$ cat src/aslseq_pkg.sv
// Package for the ADC scan list sequencer.
// Holds list sizing, channel limits and operation codes; no dependencies.
package aslseq_pkg;

	localparam int LIST_DEPTH = 10;
	localparam int IDX_W = (LIST_DEPTH > 1) ? $clog2(LIST_DEPTH) : 1;
	localparam int CNT_W = $clog2(LIST_DEPTH + 1);
	localparam int CH_W = 6;

	typedef logic [IDX_W-1:0] idx_t;
	typedef logic [CNT_W-1:0] cnt_t;
	typedef logic [CH_W-1:0]  ch_t;

	localparam logic [7:0] CH_LIMIT = 8'd48;
	localparam ch_t GROUP_SPLIT = 6'd32;

	localparam logic [1:0] FUNC_ADD    = 2'd0;
	localparam logic [1:0] FUNC_REMOVE = 2'd1;
	localparam logic [1:0] FUNC_TICK   = 2'd2;
	localparam logic [1:0] FUNC_UNUSED = 2'd3;

endpackage

$ cat src/aslseq_ram.sv
// Generic single-port-write, single-port-read RAM with registered read data.
// No dependencies; contents are not reset.
module aslseq_ram #(
	parameter int WIDTH = 8,
	parameter int DEPTH = 16
) (
	input  logic                                         clk,
	input  logic                                         we,
	input  logic [((DEPTH > 1) ? $clog2(DEPTH) : 1)-1:0] waddr,
	input  logic [WIDTH-1:0]                             wdata,
	input  logic                                         re,
	input  logic [((DEPTH > 1) ? $clog2(DEPTH) : 1)-1:0] raddr,
	output logic [WIDTH-1:0]                             rdata
);

	logic [WIDTH-1:0] mem_q [DEPTH];

	always_ff @(posedge clk) begin
		if (we) begin
			mem_q[waddr] <= wdata;
		end
		if (re) begin
			rdata <= mem_q[raddr];
		end
	end

endmodule

$ cat src/adc_scan_list_sequencer.sv
// ADC scan list sequencer: one request in, one result out, channel list in aslseq_ram.
// Add/remove search the list one entry per cycle through the RAM read port and end
// early on a match; tick steps the scan position modulo the list count by repeated
// subtraction. A new request is accepted only once the sequencer is idle and the
// previous result is taken. Reset clears count, scan position and control state;
// list memory is not cleared.
module adc_scan_list_sequencer
	import aslseq_pkg::*;
(
	input  logic       clk,
	input  logic       arst_n,
	input  logic       in_valid,
	output logic       in_ready,
	input  logic [1:0] func,
	input  logic [7:0] channel,
	output logic       out_valid,
	input  logic       out_ready,
	output logic       list_changed,
	output logic       start_issued,
	output logic       start_group,
	output logic [5:0] start_channel,
	output logic [3:0] list_count
);

	typedef enum logic [2:0] {
		ST_IDLE,
		ST_SEARCH,
		ST_ACT,
		ST_MOVE,
		ST_MOD,
		ST_RDW,
		ST_DONE
	} state_t;

	state_t     state_q;
	logic [1:0] func_q;
	logic [7:0] ch_q;
	cnt_t       cnt_q;
	idx_t       pos_q;
	cnt_t       idx_q;
	cnt_t       val_q;
	idx_t       slot_q;
	logic       found_q;
	logic       chg_q;
	logic       iss_q;
	ch_t        sch_q;
	logic       rd_vld_s1;
	idx_t       rd_idx_s1;

	logic       ram_we;
	idx_t       ram_waddr;
	ch_t        ram_wdata;
	logic       ram_re;
	idx_t       ram_raddr;
	ch_t        ram_rdata;

	logic       in_acc;
	logic       issue;
	logic       hit;
	idx_t       last_idx;

	assign in_ready = (state_q == ST_IDLE) && (!out_valid || out_ready);
	assign in_acc   = in_valid && in_ready;
	assign issue    = (idx_q < cnt_q);
	assign hit      = rd_vld_s1 && ({2'b00, ram_rdata} == ch_q);
	assign last_idx = idx_t'(cnt_q - cnt_t'(1));

	always_comb begin
		ram_we    = 1'b0;
		ram_waddr = '0;
		ram_wdata = '0;
		ram_re    = 1'b0;
		ram_raddr = '0;
		case (state_q)
			ST_SEARCH: begin
				ram_re    = issue;
				ram_raddr = idx_q[IDX_W-1:0];
			end
			ST_ACT: begin
				if (func_q == FUNC_ADD) begin
					ram_we    = !found_q && (cnt_q < cnt_t'(LIST_DEPTH));
					ram_waddr = cnt_q[IDX_W-1:0];
					ram_wdata = ch_q[CH_W-1:0];
				end else begin
					ram_re    = found_q && (slot_q != last_idx);
					ram_raddr = last_idx;
				end
			end
			ST_MOVE: begin
				ram_we    = 1'b1;
				ram_waddr = slot_q;
				ram_wdata = ram_rdata;
			end
			ST_MOD: begin
				ram_re    = (val_q < cnt_q);
				ram_raddr = val_q[IDX_W-1:0];
			end
			default: begin
			end
		endcase
	end

	aslseq_ram #(
		.WIDTH(CH_W),
		.DEPTH(LIST_DEPTH)
	) u_list (
		.clk   (clk),
		.we    (ram_we),
		.waddr (ram_waddr),
		.wdata (ram_wdata),
		.re    (ram_re),
		.raddr (ram_raddr),
		.rdata (ram_rdata)
	);

	always_ff @(posedge clk) begin
		rd_idx_s1 <= idx_q[IDX_W-1:0];
		if (in_acc) begin
			func_q <= func;
			ch_q   <= channel;
		end
	end

	always_ff @(posedge clk or negedge arst_n) begin
		if (!arst_n) begin
			state_q       <= ST_IDLE;
			cnt_q         <= '0;
			pos_q         <= '0;
			idx_q         <= '0;
			val_q         <= '0;
			slot_q        <= '0;
			found_q       <= 1'b0;
			chg_q         <= 1'b0;
			iss_q         <= 1'b0;
			sch_q         <= '0;
			rd_vld_s1     <= 1'b0;
			out_valid     <= 1'b0;
			list_changed  <= 1'b0;
			start_issued  <= 1'b0;
			start_group   <= 1'b0;
			start_channel <= '0;
			list_count    <= '0;
		end else begin
			rd_vld_s1 <= (state_q == ST_SEARCH) && issue;
			if (out_valid && out_ready) begin
				out_valid <= 1'b0;
			end
			case (state_q)
				ST_IDLE: begin
					if (in_acc) begin
						chg_q   <= 1'b0;
						iss_q   <= 1'b0;
						sch_q   <= '0;
						found_q <= 1'b0;
						idx_q   <= '0;
						val_q   <= cnt_t'(pos_q) + cnt_t'(1);
						if ((func == FUNC_ADD || func == FUNC_REMOVE) &&
							channel < CH_LIMIT) begin
							state_q <= ST_SEARCH;
						end else if (func == FUNC_TICK && cnt_q != '0) begin
							state_q <= ST_MOD;
						end else begin
							state_q <= ST_DONE;
						end
					end
				end
				ST_SEARCH: begin
					if (issue) begin
						idx_q <= idx_q + cnt_t'(1);
					end
					if (hit) begin
						found_q <= 1'b1;
						slot_q  <= rd_idx_s1;
						state_q <= ST_ACT;
					end else if (!issue && !rd_vld_s1) begin
						state_q <= ST_ACT;
					end
				end
				ST_ACT: begin
					state_q <= ST_DONE;
					if (func_q == FUNC_ADD) begin
						if (!found_q && cnt_q < cnt_t'(LIST_DEPTH)) begin
							cnt_q <= cnt_q + cnt_t'(1);
							chg_q <= 1'b1;
						end
					end else if (found_q) begin
						cnt_q <= cnt_q - cnt_t'(1);
						chg_q <= 1'b1;
						if (slot_q != last_idx) begin
							state_q <= ST_MOVE;
						end
					end
				end
				ST_MOVE: begin
					state_q <= ST_DONE;
				end
				ST_MOD: begin
					if (val_q >= cnt_q) begin
						val_q <= val_q - cnt_q;
					end else begin
						pos_q   <= val_q[IDX_W-1:0];
						state_q <= ST_RDW;
					end
				end
				ST_RDW: begin
					sch_q   <= ram_rdata;
					iss_q   <= 1'b1;
					state_q <= ST_DONE;
				end
				ST_DONE: begin
					out_valid     <= 1'b1;
					list_changed  <= chg_q;
					start_issued  <= iss_q;
					start_group   <= (sch_q >= GROUP_SPLIT);
					start_channel <= sch_q;
					list_count    <= 4'(cnt_q);
					state_q       <= ST_IDLE;
				end
				default: begin
					state_q <= ST_IDLE;
				end
			endcase
		end
	end

	a_cnt_range: assert property (@(posedge clk) disable iff (!arst_n)
		cnt_q <= cnt_t'(LIST_DEPTH))
		else $error("list count beyond depth");

	a_one_at_a_time: assert property (@(posedge clk) disable iff (!arst_n)
		in_acc |=> !in_ready)
		else $error("request accepted while busy");

	a_ram_port: assert property (@(posedge clk) disable iff (!arst_n)
		!(ram_we && ram_re))
		else $error("list read and write in one cycle");

	a_result_src: assert property (@(posedge clk) disable iff (!arst_n)
		$rose(out_valid) |-> $past(state_q == ST_DONE))
		else $error("result raised outside done");

	a_tick_changes: assert property (@(posedge clk) disable iff (!arst_n)
		(state_q == ST_DONE && iss_q) |-> !chg_q)
		else $error("tick marked as list change");

endmodule

$ cat config.mk
export PLATFORM = sky130hd
export DESIGN_NAME = adc_scan_list_sequencer
export DESIGN_NICKNAME = d
export VERILOG_FILES = /design/src/aslseq_pkg.sv /design/src/aslseq_ram.sv /design/src/adc_scan_list_sequencer.sv
export SDC_FILE = /design/constraint.sdc
export NUM_CORES = 1
export LEC_CHECK = 0
export BUFFER_PORTS_ARGS = -buffer_cell sky130_fd_sc_hd__buf_2
export CORE_MARGIN = 2
export CORE_UTILIZATION = 25
export CTS_BUF_LIST = sky130_fd_sc_hd__clkbuf_4
export DETAILED_ROUTE_END_ITERATION = 16
export GPL_ROUTABILITY_DRIVEN = 0
export PLACE_DENSITY = 0.52
export SYNTH_ARGS = -nofsm -noshare
export SYNTH_HDL_FRONTEND = slang
export SYNTH_HIERARCHICAL = 1
export SYNTH_SLANG_ARGS = --single-unit
$ cat constraint.sdc
create_clock -name clk -period 2.7 [get_ports clk]
set_clock_uncertainty 0.15 [all_clocks]
set_input_delay 0.135 -clock clk [delete_from_list [all_inputs] [get_ports clk]]
set_output_delay 0.135 -clock clk [all_outputs]
set_load 0.1 [all_outputs]
==> impl_results.md <==
* Sequential element share of the synthesized area at 0.625
* Critical path cell sequence: nor2b_1, nand2b_1, nand2b_1, o21ai_2, buf_12, mux2_2, o22ai_1, o31ai_1
* Gate power share at 0.450
* Post-synth EDFFs at 76
* Slowest cell delay on critical path at 0.50 ns
* Post-synthesis cell type count at 52
* Core Area at 22400 um2
* Full die area at 23900 um2
* Post-Syn Instances at 424
* Most used DFF post-synth: edfxtp_1
* Net Switching at 3.16 mW
* Io pins at 29
* CP max FO at 30
* Vias at 3650
* DR vias/cell at 4.55
* Unrepaired setup endpoints after global routing: true
* Placed instance area at 6350 um2
* Commonest cells after routing, fill and taps aside: 76 x edfxtp_1, 55 x nand2_1, 47 x dfrtp_1, 31 x buf_4, 30 x mux2_2
* Pwr Density at 1130 nW/um2
* DRT Pass-1 Iters at 4
* Sink Count at 127
* IO Port Bufs at 28
* CTS tree: done
* Clock transition at path regs at 0.11 ns
* FILL cells at 2300
* Clock power frac at 0.184
* HP Class: in -> async
* WP data required at 2.83 ns
* Crit-path leading delay family: simple AND/OR/NAND/NOR gates
* Total number of yosys warnings at 6
* Antenna Violating Nets Remaining at 0
* Die Wd at 155 um
* DR WL/cell at 16.4 um
* Arrival @ worst endpoint at 2.72 ns
* Slew headroom at 0.510
* Total grt overflow at 0
* Die span in y at 155 um
* Netlist Area Pre-Place at 5670 um2
* Initial antenna violation count at 1
* Clk Tree Root Cell: clkbuf_4
* Total GRT Usage at 0.117
* Crit path buffers/inverters at 1
* Critical Path Source Type: flip-flop
* Initial Util at 0.253
* Final Hold Viols at 0
* GR peak layer: met2
* Peak Freq at 386 MHz
* Period utilisation layout at 0.959
* Vias in the first global route at 3833
* Commonest non-fill, non-tap cell in the layout: edfxtp_1
* GR Util met3 at 0.0314
* Final WL at 13200 um
* LEAKAGE at 2.62 nW
* Setup Crit Path Kind: reg -> reg
* DR DRC count at 0
* Largest net degree at the start of global routing at 32
* Slew Limit Fails at 0
* Cell row count at 55
* Post-layout min period at 2.59 ns
* Core Util, Final at 0.303
* Pwr Total at 7.70 mW
* Worst VDD drop at 0.886 mV
* Synth-to-layout area growth at 19.9%
* Async set or reset register ratio after synthesis at 0.370
* Clock Path Buffers at 2
* Worst path most repeated cell: nand2b_1
* Global Route met1 Usage at 0.138
* Outcome: completed
* CP endpoint kind: flip-flop
* Final setup fails at 0
* Dpl hpwl at 9460 um
* GR Layer Usage met2 at 0.205
* Internal power at 4.55 mW
* Sequential cell fraction of total power at 0.366
* Syn_nets at 450
* Nets at 531
* Slew @ Worst Pin at 0.734 ns
* Syn Area/Cell at 13.4 um2
* Layout cells sized above 1 at 0.250
* Initial drt markers at 212
* Clk_lat worst skew at 0.54 ns
* Switch share at 0.410
* Total CTS buffers at 17
* Slowest CP cell: dfrtp_1
* Hold WS at 0.0348 ns
* Fin area at 6790 um2
* Max cap viols at 0
* Yosys reg bits at 127
* First-pass GRT wire length at 21100 um
* TNS Setup at 0 ns
* H-tree Lvls at 4
[final cells by class]
cell class | instances | area [um2] | area share
inverter | 10 | 37.5 | 0.00553
timing repair buffer | 73 | 523 | 0.0770
antenna | 1 | 2.50 | 0.000368
sequential | 127 | 3540 | 0.521
tap | 285 | 357 | 0.0525
clock buffer | 18 | 135 | 0.0199
clock inverter | 13 | 170 | 0.0251
multi-input combinational | 276 | 2030 | 0.299
[cell usage after synthesis (2+ instances only)]
library cell,instances,share of area
a211o_1,2,0.0031
a21boi_0,2,0.0026
a21oi_1,5,0.0044
a22o_1,17,0.026
a22oi_1,4,0.0053
buf_2,3,0.0026
buf_4,3,0.0040
clkbuf_1,2,0.0013
dfrtp_1,47,0.21
dfxtp_1,4,0.014
edfxtp_1,76,0.40
ha_1,11,0.024
inv_1,9,0.0060
mux2_1,6,0.012
mux2_2,30,0.060
mux2i_1,16,0.028
nand2_1,55,0.036
nand2b_1,8,0.0088
nand3_1,3,0.0026
nand3b_1,6,0.0079
nand4_1,3,0.0033
nor2_1,18,0.012
nor2b_1,4,0.0044
nor3_1,8,0.0071
nor3b_1,3,0.0040
nor4b_1,2,0.0031
o211ai_1,2,0.0026
o21a_1,2,0.0026
o21ai_0,23,0.020
o22ai_1,6,0.0066
o31ai_1,2,0.0026
o31ai_2,5,0.011
xnor2_1,13,0.020
xor2_1,6,0.0093
[metrics by stage]
| stage | instances | setup slack, ns |
|---|---|---|
| 6_report | 803 | 0.111 |
| 5_1_grt | 803 | -0.0376 |
| 4_1_cts | 801 | 0.0814 |
| 3_5_place_dp | 757 | 0.128 |
| 3_3_place_gp | 757 | 0.192 |
| 2_1_floorplan | 424 | 0.166 |
[power by group through the flow]
stage          Sequential, mW  Clock, mW  Combinational [mW]
2_1_floorplan            3.38          0                2.13
3_3_place_gp             2.86          0                3.38
3_5_place_dp             2.87          0                3.43
4_1_cts                  2.83       1.47                3.46
5_1_grt                  2.87       1.57                3.76
6_report                 2.82       1.41                3.47
[cells by family after synthesis]
| family | share of synthesized area |
|---|---|
| AOI/OAI and AO/OA | 0.100 |
| xor gates and xnor gates | 0.0294 |
| adders and majority gates | 0.0278 |
| buffers and inverters | 0.0181 |
| DFF | 0.625 |
| muxes | 0.0998 |
| and+or+nand+nor | 0.100 |
[worst reg2reg max path, cell delays in order, from the launching register on]
cell and delay (ns):
dfrtp_1 0.50, nor2b_1 0.21, nand2b_1 0.12, nand2b_1 0.22
o21ai_2 0.19, buf_12 0.24, mux2_2 0.39, o22ai_1 0.18
o31ai_1 0.13
[state kept, by name, summed over array words and instances (netlist names), 2 cells and up]
register / flops
u_list/mem_q: 60
cnt_q: 4
list_count: 4
u_list/rdata: 6
func_q: 2
pos_q: 4
idx_q: 4
start_channel: 6
state_q: 3
val_q: 4
ch_q: 8
sch_q: 6
slot_q: 4
rd_idx_s1: 4
[repair_timing]
| item | CTS | global route |
|---|---|---|
| endpoints found under the hold margin | 64 | 0 |
| hold buffers | 13 | 0 |
| setup endpoints to repair | 0 | 12 |
| resized for setup | 0 | 2 |
| buffers inserted | 0 | 1 |
[final timing paths]
kind | cells past startpoint | slack [ns] | to | from
min in group clk | 2 | 0.16 | ch_q[2] | channel[2]
setup / recovery | 8 | 0.11 | u_list/rdata[5] | state_q[1]
setup reg to reg | 8 | 0.11 | u_list/rdata[5] | state_q[1]
hold / removal | 2 | 0.03 | pos_q[3] | arst_n
hold reg to reg | 1 | 0.33 | slot_q[0] | rd_idx_s1[0]
max in group asynchronous | 3 | 1.73 | sch_q[0] | arst_n
[routing by layer]
| metal | up-vias | share of wire |
|---|---|---|
| li1 | 1739 | - |
| met1 | 1840 | 0.44 |
| met2 | 57 | 0.52 |
| met3 | 14 | 0.030 |
| met4 | 0 | 0.014 |
| met5 | - | 0 |
(Power assumes the default switching activity.)
